[src/hw/rtl/dasd_pkg.sv]
// types, constants and calendar tables for the date adder
package dasd_pkg;

    localparam int YEAR_W   = 14;
    localparam int MONTH_W  = 4;
    localparam int DAY_W    = 5;
    localparam int SERIAL_W = 22;
    localparam int YDAYS_W  = 23;
    localparam int MDAYS_W  = 9;
    localparam int Q_W      = 8;

    localparam logic [SERIAL_W-1:0] DAYS_400Y   = 22'd146097;
    localparam logic [SERIAL_W-1:0] DAYS_100Y   = 22'd36524;
    localparam logic [SERIAL_W-1:0] DAYS_4Y     = 22'd1461;
    localparam logic [SERIAL_W-1:0] DAYS_1Y     = 22'd365;
    localparam logic [SERIAL_W-1:0] SERIAL_LAST = 22'd3652058;

    localparam logic [12:0] RECIP_100   = 13'd5243;
    localparam int          RECIP_SHIFT = 19;

    localparam logic [YEAR_W-1:0]  YEAR_MAX  = 14'd9999;
    localparam logic [MONTH_W-1:0] MONTH_MAX = 4'd12;
    localparam logic [MONTH_W-1:0] FEB       = 4'd2;

    localparam logic [2:0] PH_400 = 3'd0;
    localparam logic [2:0] PH_100 = 3'd1;
    localparam logic [2:0] PH_4   = 3'd2;
    localparam logic [2:0] PH_1   = 3'd3;
    localparam logic [2:0] PH_MON = 3'd4;

    typedef struct packed {
        logic       load;
        logic       mul;
        logic       ydays;
        logic       sum;
        logic       check;
        logic       step;
        logic [2:0] phase;
        logic       out_load;
    } dasd_cmd_t;

    typedef struct packed {
        logic flag;
        logic step_ok;
        logic out_free;
    } dasd_status_t;

    function automatic logic [MDAYS_W-1:0] cum_days(input logic [MONTH_W-1:0] m);
        logic [MDAYS_W-1:0] d;
        unique case (m)
            4'd1:    d = 9'd0;
            4'd2:    d = 9'd31;
            4'd3:    d = 9'd59;
            4'd4:    d = 9'd90;
            4'd5:    d = 9'd120;
            4'd6:    d = 9'd151;
            4'd7:    d = 9'd181;
            4'd8:    d = 9'd212;
            4'd9:    d = 9'd243;
            4'd10:   d = 9'd273;
            4'd11:   d = 9'd304;
            4'd12:   d = 9'd334;
            default: d = 9'd0;
        endcase
        return d;
    endfunction

    function automatic logic [DAY_W-1:0] month_days(input logic [MONTH_W-1:0] m,
                                                    input logic leap);
        logic [DAY_W-1:0] d;
        unique case (m) inside
            4'd2:                       d = leap ? 5'd29 : 5'd28;
            4'd4, 4'd6, 4'd9, 4'd11:    d = 5'd30;
            default:                    d = 5'd31;
        endcase
        return d;
    endfunction

endpackage

[src/hw/rtl/dasd_datapath.sv]
// datapath: day count from the input date, then peel it back into a date
module dasd_datapath
    import dasd_pkg::*;
#(
    parameter int OFFSET_WIDTH = 21
) (
    input  logic                           aclk,
    input  logic                           aresetn,
    input  logic [YEAR_W-1:0]              in_year,
    input  logic [MONTH_W-1:0]             in_month,
    input  logic [DAY_W-1:0]               in_day,
    input  logic signed [OFFSET_WIDTH-1:0] in_offset,
    input  dasd_cmd_t                      cmd,
    output dasd_status_t                   st,
    output logic                           m_tvalid,
    input  logic                           m_tready,
    output logic [YEAR_W-1:0]              result_year,
    output logic [MONTH_W-1:0]             result_month,
    output logic [DAY_W-1:0]               result_day,
    output logic                           out_of_range
);

    localparam int SUM_W = ((OFFSET_WIDTH > YDAYS_W) ? OFFSET_WIDTH : YDAYS_W) + 2;

    logic [YEAR_W-1:0]              year_in_reg;
    logic [MONTH_W-1:0]             month_in_reg;
    logic [DAY_W-1:0]               day_in_reg;
    logic signed [OFFSET_WIDTH-1:0] off_reg;
    logic                           in_ok_reg;
    logic [Q_W-1:0]                 q_reg;
    logic [YDAYS_W-1:0]             ydays_reg;
    logic [MDAYS_W-1:0]             mdays_reg;
    logic [SUM_W-1:0]               s_reg;
    logic [SERIAL_W-1:0]            r_reg;
    logic [YEAR_W-1:0]              yacc_reg;
    logic [1:0]                     n100_reg;
    logic [4:0]                     n4_reg;
    logic [1:0]                     n1_reg;
    logic [MONTH_W-1:0]             mon_reg;
    logic                           flag_reg;
    logic                           m_tvalid_reg;
    logic [YEAR_W-1:0]              res_year_reg;
    logic [MONTH_W-1:0]             res_month_reg;
    logic [DAY_W-1:0]               res_day_reg;
    logic                           res_flag_reg;

    logic [YEAR_W-1:0]   p;
    logic [26:0]         prod;
    logic [YEAR_W-1:0]   rem;
    logic                leap_in;
    logic [YDAYS_W-1:0]  ydays_next;
    logic [MDAYS_W-1:0]  mdays_next;
    logic [SUM_W-1:0]    s_next;
    logic                in_range;
    logic                leap_res;
    logic [SERIAL_W-1:0] step_amt;
    logic                step_lim;

    assign p    = year_in_reg - 14'd1;
    assign prod = 27'(p) * 27'(RECIP_100);
    assign rem  = p - 14'(q_reg) * 14'd100;

    assign leap_in = ((p[1:0] == 2'd3) && (rem != 14'd99))
                   || ((rem == 14'd99) && (q_reg[1:0] == 2'd3));

    assign ydays_next = 23'(p) * 23'd365 + 23'(p >> 2) - 23'(q_reg) + 23'(q_reg >> 2);
    assign mdays_next = cum_days(month_in_reg)
                      + 9'((month_in_reg > FEB) && leap_in);

    assign s_next = SUM_W'(ydays_reg) + SUM_W'(mdays_reg) + SUM_W'(day_in_reg)
                  - SUM_W'(1) + SUM_W'(off_reg);

    assign in_range = in_ok_reg && !s_reg[SUM_W-1] && (s_reg <= SUM_W'(SERIAL_LAST));

    assign leap_res = (n1_reg == 2'd3) && ((n4_reg != 5'd24) || (n100_reg == 2'd3));

    always_comb begin
        unique case (cmd.phase)
            PH_400: begin
                step_amt = DAYS_400Y;
                step_lim = 1'b1;
            end
            PH_100: begin
                step_amt = DAYS_100Y;
                step_lim = (n100_reg != 2'd3);
            end
            PH_4: begin
                step_amt = DAYS_4Y;
                step_lim = 1'b1;
            end
            PH_1: begin
                step_amt = DAYS_1Y;
                step_lim = (n1_reg != 2'd3);
            end
            PH_MON: begin
                step_amt = 22'(month_days(mon_reg, leap_res));
                step_lim = (mon_reg < MONTH_MAX);
            end
            default: begin
                step_amt = DAYS_1Y;
                step_lim = 1'b0;
            end
        endcase
    end

    assign st.flag     = flag_reg;
    assign st.step_ok  = step_lim && (r_reg >= step_amt);
    assign st.out_free = !m_tvalid_reg || m_tready;

    always_ff @(posedge aclk) begin
        if (cmd.load) begin
            year_in_reg  <= in_year;
            month_in_reg <= in_month;
            day_in_reg   <= in_day;
            off_reg      <= in_offset;
            in_ok_reg    <= (in_year >= 14'd1) && (in_year <= YEAR_MAX)
                         && (in_month >= 4'd1) && (in_month <= MONTH_MAX);
        end
        if (cmd.mul) begin
            q_reg <= prod[RECIP_SHIFT +: Q_W];
        end
        if (cmd.ydays) begin
            ydays_reg <= ydays_next;
            mdays_reg <= mdays_next;
        end
        if (cmd.sum) begin
            s_reg <= s_next;
        end
        if (cmd.check) begin
            flag_reg <= !in_range;
            r_reg    <= s_reg[SERIAL_W-1:0];
            yacc_reg <= 14'd1;
            n100_reg <= 2'd0;
            n4_reg   <= 5'd0;
            n1_reg   <= 2'd0;
            mon_reg  <= 4'd1;
        end
        if (cmd.step) begin
            r_reg <= r_reg - step_amt;
            unique case (cmd.phase)
                PH_400: yacc_reg <= yacc_reg + 14'd400;
                PH_100: begin
                    yacc_reg <= yacc_reg + 14'd100;
                    n100_reg <= n100_reg + 2'd1;
                end
                PH_4: begin
                    yacc_reg <= yacc_reg + 14'd4;
                    n4_reg   <= n4_reg + 5'd1;
                end
                PH_1: begin
                    yacc_reg <= yacc_reg + 14'd1;
                    n1_reg   <= n1_reg + 2'd1;
                end
                PH_MON:  mon_reg <= mon_reg + 4'd1;
                default: mon_reg <= mon_reg;
            endcase
        end
        if (cmd.out_load) begin
            res_flag_reg <= flag_reg;
            if (flag_reg) begin
                res_year_reg  <= year_in_reg;
                res_month_reg <= month_in_reg;
                res_day_reg   <= day_in_reg;
            end else begin
                res_year_reg  <= yacc_reg;
                res_month_reg <= mon_reg;
                res_day_reg   <= r_reg[DAY_W-1:0] + 5'd1;
            end
        end
    end

    always_ff @(posedge aclk) begin
        if (!aresetn) begin
            m_tvalid_reg <= 1'b0;
        end else if (cmd.out_load) begin
            m_tvalid_reg <= 1'b1;
        end else if (m_tready) begin
            m_tvalid_reg <= 1'b0;
        end
    end

    assign m_tvalid     = m_tvalid_reg;
    assign result_year  = res_year_reg;
    assign result_month = res_month_reg;
    assign result_day   = res_day_reg;
    assign out_of_range = res_flag_reg;

endmodule

[config.mk]
export PLATFORM = sky130hd
export DESIGN_NAME = dasd_datapath
export DESIGN_NICKNAME = d
export VERILOG_FILES = /design/src/hw/rtl/dasd_pkg.sv /design/src/hw/rtl/dasd_datapath.sv
export SDC_FILE = /design/constraint.sdc
export NUM_CORES = 1
export LEC_CHECK = 0
export ABC_AREA = 1
export BUFFER_PORTS_ARGS = -buffer_cell sky130_fd_sc_hd__buf_2
export CORE_MARGIN = 2
export CORE_UTILIZATION = 50
export CTS_CLUSTER_DIAMETER = 80
export CTS_CLUSTER_SIZE = 40
export DETAILED_ROUTE_END_ITERATION = 7
export PLACE_DENSITY = 0.76
export SLEW_MARGIN = 25
export SYNTH_ARGS = -nofsm -noshare
export SYNTH_HDL_FRONTEND = slang
export SYNTH_SLANG_ARGS = --single-unit
[constraint.sdc]
create_clock -name aclk -period 7.3 [get_ports aclk]
set_clock_uncertainty 0.1 [all_clocks]
set_input_delay 1.825 -clock aclk [delete_from_list [all_inputs] [get_ports aclk]]
set_output_delay 1.825 -clock aclk [all_outputs]
set_load 0.02 [all_outputs]
==> impl_results.md <==
- Status: finished, final reports clean
- Slew headroom: 0.490
- GPL Wtd Cong: 0.969
- Core box area: 39800 sq um
- Worst Path Arrival: 6.94 ns
- Die Width: 205 microns
- DP HPWL: 40.6 mm
- Die area: 42000 sq um
- Post-route ant nets: 0
- Leading area contributor after synthesis: edfxtp_1
- Initial detailed-routing violation count: 1045
- First-pass GRT wire length: 79.6 mm
- Seq/Total Area, Yosys: 0.274
- Area Growth Syn to Fin: 8.91%
- YS warnings: 0
- Final setup violation count: 0
- Initial antenna violation count: 0
- Predominant post-synthesis flop cell: edfxtp_1
- Clk root buf: clkbuf_16
- Cell count after synthesis: 2286
- Site Rows: 73
- Clock period minus worst slack: 6.82 ns
- Synth Register Bits: 194
- RSZ-0062 raised after global routing: false
- CP Launch Type: flip-flop
- Clk buf depth: 2
- Hold Buf Count CTS: 0
- Worst path most repeated cell: fa_1
- Fin nets: 2926
- Max H-tree Level: 4
- CP Cell Sequence: nor2_1, nand2_1, nor4_2, nand2_1, or3_1, xor2_1, clkinvlp_4, buf_4, buf_12, ha_1, fa_1, inv_1, fa_1, fa_1, inv_1, fa_1, ha_1, nand2_1, nor4_1, o21ai_0, nand3_1, xor2_1
- Overflow after GRT: 0
- Period utilization: 0.934
- Synth area leaders: edfxtp_1 25%, ha_1 20%, fa_1 15%
- Crit Path Category: reg2reg
- Layout cells sized above 1: 0.0744
- Final hold viol count: 0
- Vias per cell: 5.40
- Die Ht: 205 microns
- Clock Sinks: 194
- Max-Cap Viols: 0
- Largest net degree at the start of global routing: 47
- Max incr delay on CP: 0.61 ns
- Maximum clock rate: 0.147 GHz
- Critical Path RT: 7.42 ns
- DRT Pass-1 Iters: 5
- Synth top cells by count: 519 x inv_1, 328 x nand2_1, 321 x ha_1
- Max reg flops: 25
- Class of the worst hold path: reg2reg
- Worst-Skew Late Latency: 0.47 ns
- CTS tree: done
- CP max FO: 6
- Count leader, synth: inv_1
- Initial core utilization: 0.507
- Fin Setup TNS: 0 ns
- I/O Buffers: 84
- Overall Global Routing Usage: 0.242
- Ys async rst share: 0
- Total wire length: 49.2 mm
- Number of global-route vias before repair: 15900
- Crit. End Element: flip-flop
- Synth Cell Area: 20200 sq um
- Post-synth EDFFs: 165
- Wirelength per Cell: 16.8 microns
- Post-Syn Nets: 2818
- Synth cell types: 58
- DRC: 0
- Worst-path clk slew: 0.08 ns
- IO Pins: 85
- Worst Tran Pin Value: 0.765 ns
- Slowest-stage cell, CP: xor2_1
- Clock buffer count from CTS: 17
- Avg Inst Size Synth: 8.83 sq um
- Slew Limit Fails: 0
- Via Count: 15800
- Post-synth top area share: 0.245
[logic make-up (layout without fill, tap and decap cells)]
family | Yosys count | after routing | synth area share
other cells | 0 | 1 | 0
fa+ha+maj | 475 | 475 | 0.352
simple gates | 657 | 657 | 0.141
flops | 194 | 194 | 0.274
xor+xnor | 93 | 93 | 0.0403
buf+inv | 542 | 663 | 0.101
compound gates | 324 | 324 | 0.0916
mux | 1 | 1 | 0.000496
[through the flow]
| stage | hold WS [ns] | worst slack [ns] | area, sq um | utilization | cells |
|---|---|---|---|---|---|
| global placement | 0.371 | 0.714 | 21300 | 0.535 | 2895 |
| global route | 0.428 | 0.142 | 22000 | 0.552 | 2932 |
| finish | 0.403 | 0.479 | 22000 | 0.552 | 2933 |
| CTS | 0.394 | 0.512 | 21900 | 0.551 | 2927 |
| floorplan | 0.359 | 1.01 | 20200 | - | 2286 |
| detailed placement | 0.381 | 0.545 | 21300 | 0.535 | 2895 |
[placed cells by master (no fill, tap or decap), types with 12 or more instances in the layout]
| master | netlist | routed |
|---|---|---|
| clkbuf_16 | 0 | 17 |
| o21ai_0 | 127 | 126 |
| nand4_1 | 17 | 17 |
| fa_1 | 154 | 154 |
| ha_1 | 321 | 321 |
| nand2_1 | 328 | 327 |
| nand3_1 | 115 | 115 |
| o21ai_1 | 11 | 12 |
| xor2_1 | 63 | 63 |
| edfxtp_1 | 165 | 165 |
| nor3_1 | 24 | 24 |
| xnor2_1 | 30 | 30 |
| inv_1 | 519 | 518 |
| buf_2 | 1 | 84 |
| a21oi_1 | 102 | 102 |
| nor2_1 | 126 | 126 |
| o211ai_1 | 13 | 13 |
| dfxtp_1 | 29 | 29 |
| buf_4 | 2 | 19 |
[worst max-delay path: cells and delay by family, from the launching register on]
kind | cells | cell delay (ns)
adder cells (fa/ha/maj) | 6 | 2.69
AND/OR/NAND/NOR | 8 | 1.75
XOR/XNOR | 2 | 0.69
buffers and inverters | 5 | 0.64
flip-flops | 1 | 0.52
AO/OA/AOI/OAI | 1 | 0.19
[what timing repair did]
| action | in CTS | in global routing |
|---|---|---|
| buffers inserted | 0 | 5 |
| setup endpoints to repair | 0 | 1 |
| resized for setup | 0 | 1 |
[final timing paths]
| kind | startpoint | endpoint | slack (ns) | cells after the start |
|---|---|---|---|---|
| worst min register to register | n100_reg[1] | n100_reg[1] | 0.40 | 2 |
| worst max-delay path | year_in_reg[2] | ydays_reg[19] | 0.48 | 22 |
| worst min-delay path | n100_reg[1] | n100_reg[1] | 0.40 | 2 |
| worst max register to register | year_in_reg[2] | ydays_reg[19] | 0.48 | 22 |
[layout make-up]
cell class	instances	area, sq um
sequential	194	5540
tap	525	657
antenna	1	2.50
timing repair buffer	104	583
fill	3526	17800
inverter	527	1980
clock buffer	17	425
multi-input combinational	1550	12600
clock inverter	15	190
[metal layers]
layer	vias to the layer above	wire length, microns	GRT usage
met1	7547	20800	0.314
met4	0	1440	0.0761
met3	82	3340	0.0352
met5	-	0	0
li1	7672	-	-
met2	537	23500	0.418
Power is not shown: default switching activity piles up to over one toggle a cycle in this logic, so the estimate is an artifact.
