--- config.mk ---
export PLATFORM = sky130hd
export DESIGN_NAME = dasd_ctrl
export DESIGN_NICKNAME = d
export VERILOG_FILES = /design/src/hw/rtl/dasd_pkg.sv /design/src/hw/rtl/dasd_ctrl.sv
export SDC_FILE = /design/constraint.sdc
export NUM_CORES = 1
export LEC_CHECK = 0
export BUFFER_PORTS_ARGS = -buffer_cell sky130_fd_sc_hd__buf_2
export CAP_MARGIN = 20
export CORE_AREA = 2 2 39 41
export DETAILED_ROUTE_END_ITERATION = 12
export DIE_AREA = 0 0 41 43
export SLEW_MARGIN = 30
export SYNTH_ARGS = -nofsm -noshare
export SYNTH_HDL_FRONTEND = slang
export SYNTH_SLANG_ARGS = --single-unit
--- constraint.sdc ---
create_clock -name aclk -period 1.64 [get_ports aclk]
set_clock_uncertainty 0.15 [all_clocks]
set_input_delay 0.328 -clock aclk [delete_from_list [all_inputs] [get_ports aclk]]
set_output_delay 0.328 -clock aclk [all_outputs]
set_load 0.02 [all_outputs]
--- src/hw/rtl/dasd_pkg.sv ---
// types, constants and calendar tables for the date adder
package dasd_pkg;

    localparam int YEAR_W   = 14;
    localparam int MONTH_W  = 4;
    localparam int DAY_W    = 5;
    localparam int SERIAL_W = 22;
    localparam int YDAYS_W  = 23;
    localparam int MDAYS_W  = 9;
    localparam int Q_W      = 8;

    localparam logic [SERIAL_W-1:0] DAYS_400Y   = 22'd146097;
    localparam logic [SERIAL_W-1:0] DAYS_100Y   = 22'd36524;
    localparam logic [SERIAL_W-1:0] DAYS_4Y     = 22'd1461;
    localparam logic [SERIAL_W-1:0] DAYS_1Y     = 22'd365;
    localparam logic [SERIAL_W-1:0] SERIAL_LAST = 22'd3652058;

    localparam logic [12:0] RECIP_100   = 13'd5243;
    localparam int          RECIP_SHIFT = 19;

    localparam logic [YEAR_W-1:0]  YEAR_MAX  = 14'd9999;
    localparam logic [MONTH_W-1:0] MONTH_MAX = 4'd12;
    localparam logic [MONTH_W-1:0] FEB       = 4'd2;

    localparam logic [2:0] PH_400 = 3'd0;
    localparam logic [2:0] PH_100 = 3'd1;
    localparam logic [2:0] PH_4   = 3'd2;
    localparam logic [2:0] PH_1   = 3'd3;
    localparam logic [2:0] PH_MON = 3'd4;

    typedef struct packed {
        logic       load;
        logic       mul;
        logic       ydays;
        logic       sum;
        logic       check;
        logic       step;
        logic [2:0] phase;
        logic       out_load;
    } dasd_cmd_t;

    typedef struct packed {
        logic flag;
        logic step_ok;
        logic out_free;
    } dasd_status_t;

    function automatic logic [MDAYS_W-1:0] cum_days(input logic [MONTH_W-1:0] m);
        logic [MDAYS_W-1:0] d;
        unique case (m)
            4'd1:    d = 9'd0;
            4'd2:    d = 9'd31;
            4'd3:    d = 9'd59;
            4'd4:    d = 9'd90;
            4'd5:    d = 9'd120;
            4'd6:    d = 9'd151;
            4'd7:    d = 9'd181;
            4'd8:    d = 9'd212;
            4'd9:    d = 9'd243;
            4'd10:   d = 9'd273;
            4'd11:   d = 9'd304;
            4'd12:   d = 9'd334;
            default: d = 9'd0;
        endcase
        return d;
    endfunction

    function automatic logic [DAY_W-1:0] month_days(input logic [MONTH_W-1:0] m,
                                                    input logic leap);
        logic [DAY_W-1:0] d;
        unique case (m) inside
            4'd2:                       d = leap ? 5'd29 : 5'd28;
            4'd4, 4'd6, 4'd9, 4'd11:    d = 5'd30;
            default:                    d = 5'd31;
        endcase
        return d;
    endfunction

endpackage

--- src/hw/rtl/dasd_ctrl.sv ---
// controller sequencing the day count build and the subtract-and-count loops
module dasd_ctrl
    import dasd_pkg::*;
(
    input  logic         aclk,
    input  logic         aresetn,
    input  logic         s_tvalid,
    output logic         s_tready,
    input  dasd_status_t st,
    output dasd_cmd_t    cmd
);

    localparam logic [3:0] S_IDLE  = 4'd0;
    localparam logic [3:0] S_MUL   = 4'd1;
    localparam logic [3:0] S_YDAYS = 4'd2;
    localparam logic [3:0] S_SUM   = 4'd3;
    localparam logic [3:0] S_CHECK = 4'd4;
    localparam logic [3:0] S_P400  = 4'd5;
    localparam logic [3:0] S_P100  = 4'd6;
    localparam logic [3:0] S_P4    = 4'd7;
    localparam logic [3:0] S_P1    = 4'd8;
    localparam logic [3:0] S_PMON  = 4'd9;
    localparam logic [3:0] S_DONE  = 4'd10;

    logic [3:0] state_reg;
    logic [3:0] state_next;

    assign s_tready = (state_reg == S_IDLE);

    always_comb begin
        state_next = state_reg;
        cmd        = '0;
        cmd.phase  = PH_400;
        unique case (state_reg)
            S_IDLE: begin
                if (s_tvalid) begin
                    cmd.load   = 1'b1;
                    state_next = S_MUL;
                end
            end
            S_MUL: begin
                cmd.mul    = 1'b1;
                state_next = S_YDAYS;
            end
            S_YDAYS: begin
                cmd.ydays  = 1'b1;
                state_next = S_SUM;
            end
            S_SUM: begin
                cmd.sum    = 1'b1;
                state_next = S_CHECK;
            end
            S_CHECK: begin
                cmd.check  = 1'b1;
                state_next = S_P400;
            end
            S_P400: begin
                cmd.phase = PH_400;
                if (st.flag) begin
                    state_next = S_DONE;
                end else if (st.step_ok) begin
                    cmd.step = 1'b1;
                end else begin
                    state_next = S_P100;
                end
            end
            S_P100: begin
                cmd.phase = PH_100;
                if (st.step_ok) begin
                    cmd.step = 1'b1;
                end else begin
                    state_next = S_P4;
                end
            end
            S_P4: begin
                cmd.phase = PH_4;
                if (st.step_ok) begin
                    cmd.step = 1'b1;
                end else begin
                    state_next = S_P1;
                end
            end
            S_P1: begin
                cmd.phase = PH_1;
                if (st.step_ok) begin
                    cmd.step = 1'b1;
                end else begin
                    state_next = S_PMON;
                end
            end
            S_PMON: begin
                cmd.phase = PH_MON;
                if (st.step_ok) begin
                    cmd.step = 1'b1;
                end else begin
                    state_next = S_DONE;
                end
            end
            S_DONE: begin
                if (st.out_free) begin
                    cmd.out_load = 1'b1;
                    state_next   = S_IDLE;
                end
            end
            default: begin
                state_next = S_IDLE;
            end
        endcase
    end

    always_ff @(posedge aclk) begin
        if (!aresetn) begin
            state_reg <= S_IDLE;
        end else begin
            state_reg <= state_next;
        end
    end

endmodule

==> results of run 1 <==
-- logic make-up (layout without fill, tap and decap cells) --
family	after synthesis	after routing
and+or+nand+nor	24	24
AOI/OAI and AO/OA	15	15
buffers and inverters	9	43
DFF	4	4
muxes	2	2
-- layer usage --
metal  up-vias  GRT usage
li1        266          -
met1       240      0.186
met2        15      0.266
met3         2     0.0314
met4         0      0.107
met5         -          0
-- area by class of cell --
cell class,count,area [µm²]
inverters,4,18.8
well taps,16,20.0
multi-input cells,41,389
clock buffers,3,22.5
flip-flops and latches,4,95.1
repair buffers,36,284
fillers,125,554
-- repair_timing --
action,in CTS,in global routing
hold buffers,0,0
setup buffers,5,3
pin swaps,5,5
setup endpoints to repair,11,12
resized for setup,18,22
endpoints found under the hold margin,0,0
-- power by group --
part           total [mW]  switching, mW  internal, mW
clock               0.123         0.0411        0.0819
combinational       0.312          0.156         0.156
sequential          0.132         0.0233         0.109
-- through the flow --
step	setup slack, ps	cells	instance area [µm²]	util
after floorplan	-183	54	444	-
after global placement	63.4	93	604	0.437
after detailed placement	69.9	93	604	0.437
after CTS	-99.6	101	717	0.518
after global routing	-125	104	830	0.599
final	-64.9	104	830	0.599
-- synth_stat cells, types with 2 or more instances --
master and number:
nor2b_1 2, nor4_1 2, nor3_1 3, a21oi_1 3, o22ai_1 2, buf_2 3, and2_1 2, inv_1 4
nor2_1 2, dfxtp_1 4, nand2_1 8
-- worst register-to-register path, stage by stage (launching register included) --
cell	delay (ps)
dfxtp_4	370
buf_4	160
nor3_2	160
a31oi_1	80
o311ai_4	270
mux2_4	320
-- final timing paths --
| check | from | endpoint | slack (ps) | cells after the start |
|---|---|---|---|---|
| max reg2reg | state_reg[3] | state_reg[3] | 30 | 5 |
| min reg2reg | state_reg[0] | state_reg[2] | 510 | 2 |
| max | state_reg[1] | cmd[9] | -60 | 4 |
| min | aresetn | state_reg[2] | 230 | 3 |
==> results by group, run 1 <==
Status
  – Status: complete, but fails checks
  – Failing checks: setup timing

CTS
  – CTS buffer count: 3
  – CTS tree: built
  – CTS Buffer Depth: 2
  – Clock-pin slew on the worst setup and hold paths: 40 ps
  – CTS root buf: clkbuf_4
  – Clk sinks: 4
  – Number of H-tree levels: 1
  – Clock latency on the worst-skew pair: 230 ps

Final layout
  – Layout cells sized above 1: 0.693
  – Max reg flops: 4
  – N_diodes: 0
  – Most common cell after layout, fill and taps aside: buf_4
  – Final nets: 96
  – Area delta synth->final: 95.0%
  – Commonest cells after routing, fill and taps aside: 19 x buf_4, 9 x buf_6, 8 x buf_2

Timing
  – WHS: 231 ps
  – Fin crit share: 1.04
  – Setup-failing EPs final: 5
  – Final Hold Viols: 0
  – Least-Margin Pin Slew: 269 ps
  – Post-route setup slack: -64.9 ps
  – Final Max Slew Viols: 0
  – Unrepaired setup endpoints after global routing: yes
  – Achievable Freq: 587 MHz
  – Post-layout min period: 1700 ps
  – Setup TNS Final: -239 ps
  – Max transition margin: 0.820

Setup path
  – Crit path max-delay family: simple AND/OR/NAND/NOR gates
  – Worst Path Arrival: 1230 ps
  – Critical Path End Type: output port
  – Crit-path slowest cell: dfxtp_4
  – Crit path top cell by count: buf_6
  – Max incr delay on CP: 370 ps
  – Critical path launch point type: flop
  – Crit path max fanout: 6
  – Critical setup path kind: flop to output port
  – Worst path cell trace: buf_6 > nor4_4 > and2_4 > buf_6
  – Crit path buffers/inverters: 2
  – Worst EP required: 1160 ps

Route
  – DR vias/cell: 5.03
  – DR pass1 iterations: 4
  – Residual DRC count: 0
  – DR vias: 523
  – DR iter-0 viols: 12
  – DRT Wirelength: 1.35 mm
  – Wire length on met2: 706 µm
  – Routed WL per cell: 13.0 µm
  – Top sig layer: met4
  – Metal-1 WL: 583 µm
  – Final ANT Viol Nets: 0
  – Met3 wire length: 48 µm

Synthesis
  – Post-synth EDFFs: 0
  – Asr flop ratio synth: 0
  – Post-synth top area share: 0.188
  – Main combinational cell family by area after synthesis: compound AO/OA/AOI/OAI gates
  – Yosys reg bits: 4
  – Adder-cell share of the synthesized area: 0
  – Post-synthesis instance area: 425 µm²
  – Post-Syn Nets: 60
  – Distinct cells, synth: 30
  – Yosys top cell by area: dfxtp_1
  – Seq/Total Area, Yosys: 0.188
  – Synthesized area per cell: 7.88 µm²
  – Yosys warns: 0
  – XOR/XNOR share of the synthesized area: 0
  – Syn Inst Count: 54
  – Synth area leaders: dfxtp_1 19%, nand2_1 7.1%, o2111ai_4 6.2%
  – Synth Flop Type: dfxtp_1
  – Mux share of post-synthesis cell area: 0.0588
  – Synthesized-area fraction occupied by and/or/nand/nor cells: 0.306
  – Compound-gate portion of the synthesized area: 0.341

Floorplanning
  – Die H: 43 µm
  – Die W: 41 µm
  – Die ar.: 1760 µm²
  – Num ports: 17
  – Row count: 14
  – CORE AREA: 1380 µm²
  – Initial core utilization: 0.307

Global route
  – First-pass GRT wire length: 1.96 mm
  – Tot GR Track Use: 0.166
  – Largest net degree at the start of global routing: 8
  – Vias in the first global route: 475
  – Initial antenna violation count: 0
  – Grt total ovfl: 0

Placement
  – Routability cong.: 0.729
  – I/O Buffers: 16
  – Dpl hpwl: 954 µm

Power
  – Pleak: 0.371 nW
  – Worst VDD drop: 0.329 mV
  – Pwr dens: 685 nW/µm²
  – Pwr Total: 0.568 mW

Worst hold path
  – HP Class: primary input to flop

Job
  – Max-cap viol count: 0
Power figures use the tool's default switching activity.
==> run 2, diff against run 1 <==
--- a/config.mk
+++ b/config.mk
@@ -5,11 +5,13 @@
 export SDC_FILE = /design/constraint.sdc
 export NUM_CORES = 1
 export LEC_CHECK = 0
+export ABC_AREA = 1
 export BUFFER_PORTS_ARGS = -buffer_cell sky130_fd_sc_hd__buf_2
 export CAP_MARGIN = 20
 export CORE_AREA = 2 2 39 41
 export DETAILED_ROUTE_END_ITERATION = 12
 export DIE_AREA = 0 0 41 43
+export PLACE_DENSITY = 0.57
 export SLEW_MARGIN = 30
 export SYNTH_ARGS = -nofsm -noshare
 export SYNTH_HDL_FRONTEND = slang
==> results by group, run 2 <==
Route
  – Final ANT Viol Nets: 0
  – Wire length on met2: 668 µm
  – DR pass1 iterations: 4
  – Met3 wire length: 95 µm
  – Routed WL per cell: 11.0 µm
  – DR iter-0 viols: 10
  – DRT Wirelength: 1.34 mm
  – Top sig layer: met4
  – Metal-1 WL: 554 µm
  – DR vias/cell: 4.80
  – Residual DRC count: 0
  – DR vias: 586

CTS
  – CTS root buf: clkbuf_4
  – Clock-pin slew on the worst setup and hold paths: 40 ps
  – CTS Buffer Depth: 2
  – Clk sinks: 4
  – Clock latency on the worst-skew pair: 250 ps
  – CTS tree: built
  – Number of H-tree levels: 1
  – CTS buffer count: 3

Synthesis
  – Yosys top cell by area: dfxtp_1
  – Asr flop ratio synth: 0
  – Seq/Total Area, Yosys: 0.191
  – Top cells by count, synth: 16 x nand2_1, 15 x nor2_1, 9 x inv_1, 9 x nand3_1, 5 x inv_2
  – Yosys warns: 0
  – Syn Inst Count: 77
  – Post-synthesis instance area: 419 µm²
  – Distinct cells, synth: 15
  – Synth Flop Type: dfxtp_1
  – Yosys reg bits: 4
  – Count leader, synth: nand2_1
  – Synthesized area per cell: 5.44 µm²
  – Post-synth top area share: 0.191
  – Post-synth EDFFs: 0
  – Post-Syn Nets: 83
  – Synth area leaders: dfxtp_1 19%, nand2_1 14%, nor2_1 13%

Setup path
  – Worst reg2reg path depth: 9
  – Reg2reg end: state_reg[2]
  – Crit path max-delay family: flip-flops
  – Crit path max fanout: 6
  – Crit path buffers/inverters: 2
  – Max incr delay on CP: 380 ps
  – Worst Path Arrival: 1170 ps
  – Worst EP required: 1160 ps
  – Reg-to-Reg Start: state_reg[1]
  – Cell count along the critical path: 4
  – Critical setup path kind: flop to output port
  – Critical Path End Type: output port
  – Crit-path slowest cell: dfxtp_4
  – Worst reg-to-reg setup slack: 260 ps
  – Worst path cell trace: nor2_2 > inv_2 > nor3_2 > buf_4
  – Critical path launch point type: flop

Floorplanning
  – Row count: 14
  – Die H: 43 µm
  – CORE AREA: 1380 µm²
  – Num ports: 17
  – Initial core utilization: 0.303
  – Die W: 41 µm
  – Die ar.: 1760 µm²

Timing
  – Achievable Freq: 606 MHz
  – Setup-failing EPs final: 3
  – Post-route setup slack: -10.7 ps
  – Max transition margin: 0.860
  – Least-Margin Pin Slew: 208 ps
  – Final Max Slew Viols: 0
  – WHS: 179 ps
  – Final Hold Viols: 0
  – Post-layout min period: 1650 ps
  – Fin crit share: 1.01
  – Unrepaired setup endpoints after global routing: yes

Global route
  – First-pass GRT wire length: 1.90 mm
  – Grt total ovfl: 0
  – Tot GR Track Use: 0.155
  – Vias in the first global route: 482
  – Largest net degree at the start of global routing: 9
  – Initial antenna violation count: 0

Power
  – Worst VDD drop: 0.749 mV
  – Pwr dens: 2130 nW/µm²
  – Pleak: 0.403 nW
  – Pwr Total: 1.54 mW

Final layout
  – Most common cell after layout, fill and taps aside: buf_4
  – Max reg flops: 4
  – Final nets: 114
  – Commonest cells after routing, fill and taps aside: 16 x buf_4, 15 x nand2_1, 13 x nor2_1
  – Area delta synth->final: 73.1%
  – N_diodes: 0
  – Layout cells sized above 1: 0.575
  – Utilization after layout: 0.524

Worst hold path
  – HP Class: primary input to flop
  – WHS Path Cells: 3
  – Min-delay src: aresetn
  – Hold EP: state_reg[0]

Placement
  – Routability cong.: 0.723
  – I/O Buffers: 16
  – Dpl hpwl: 832 µm

Status
  – Status: complete, but fails checks
  – Failing checks: setup timing

Job
  – Max-cap viol count: 0
==> run 2: cell types whose count changed after synthesis, moves of 3 or more <==
cell / change
inv_1: +5
nand2_1: +8
nor2_2: +4
inv_2: +5
buf_2: -3
nand3_1: +8
nor2_1: +13
==> run 2: worst min-delay path: stages <==
cell and delay [ps]:
buf_2 120, nand2_1 60, nor2_1 30
==> run 2: how the worst max path moves through the flow <==
| stage | endpoint | slack [ps] | start |
|---|---|---|---|
| 2_1_floorplan | cmd[7] | 10 | state_reg[2] |
| 3_3_place_gp | cmd[9] | 130 | state_reg[1] |
| 3_5_place_dp | cmd[9] | 110 | state_reg[1] |
| 4_1_cts | cmd[9] | -10 | state_reg[0] |
| 5_1_grt | cmd[7] | -60 | state_reg[1] |
| 6_report | cmd[9] | -10 | state_reg[1] |
==> run 2: repair_timing <==
item | in CTS | in global routing
endpoints found under the hold margin | 0 | 0
buffers inserted | 3 | 5
resized for setup | 27 | 13
cloned | 0 | 0
pin swaps | 1 | 3
endpoints found under the setup margin | 11 | 9
hold buffers | 0 | 0
==> run 2: per-layer routing <==
| layer | vias to the layer above | global-route usage |
|---|---|---|
| met5 | - | 0 |
| met4 | 0 | 0.0200 |
| met3 | 6 | 0.0471 |
| met2 | 23 | 0.263 |
| met1 | 263 | 0.188 |
| li1 | 294 | - |
==> run 2: final cells by class <==
| type | instances | area (µm²) |
|---|---|---|
| clock buffer | 3 | 22.5 |
| fill | 147 | 658 |
| inverter | 15 | 65.1 |
| multi-input combinational | 56 | 312 |
| sequential | 4 | 95.1 |
| tap | 16 | 20.0 |
| timing repair buffer | 28 | 211 |
==> run 2: logic make-up (layout without fill, tap and decap cells) <==
group / count (synthesis) / count (layout) / share of synthesized area
flip-flops: 4 / 4 / 0.191
buffers and inverters: 17 / 46 / 0.191
AND/OR/NAND/NOR: 50 / 50 / 0.546
AO/OA/AOI/OAI: 6 / 6 / 0.0716
==> run 2: through the flow <==
step	std cells	instance area, µm²	worst slack, ps	TNS [ps]
3_5_place_dp	111	532	114	0
4_1_cts	117	649	-10.6	-12.7
5_1_grt	122	726	-62.0	-316
6_report	122	726	-10.7	-20.0
2_1_floorplan	77	424	14.3	0
3_3_place_gp	111	532	129	0
==> run 2: power by group <==
part / internal, mW / switching (mW) / leakage [nW]
Clock: 0.0825 / 0.0505 / 0.0138
Combinational: 0.511 / 0.633 / 0.354
Sequential: 0.167 / 0.101 / 0.0356
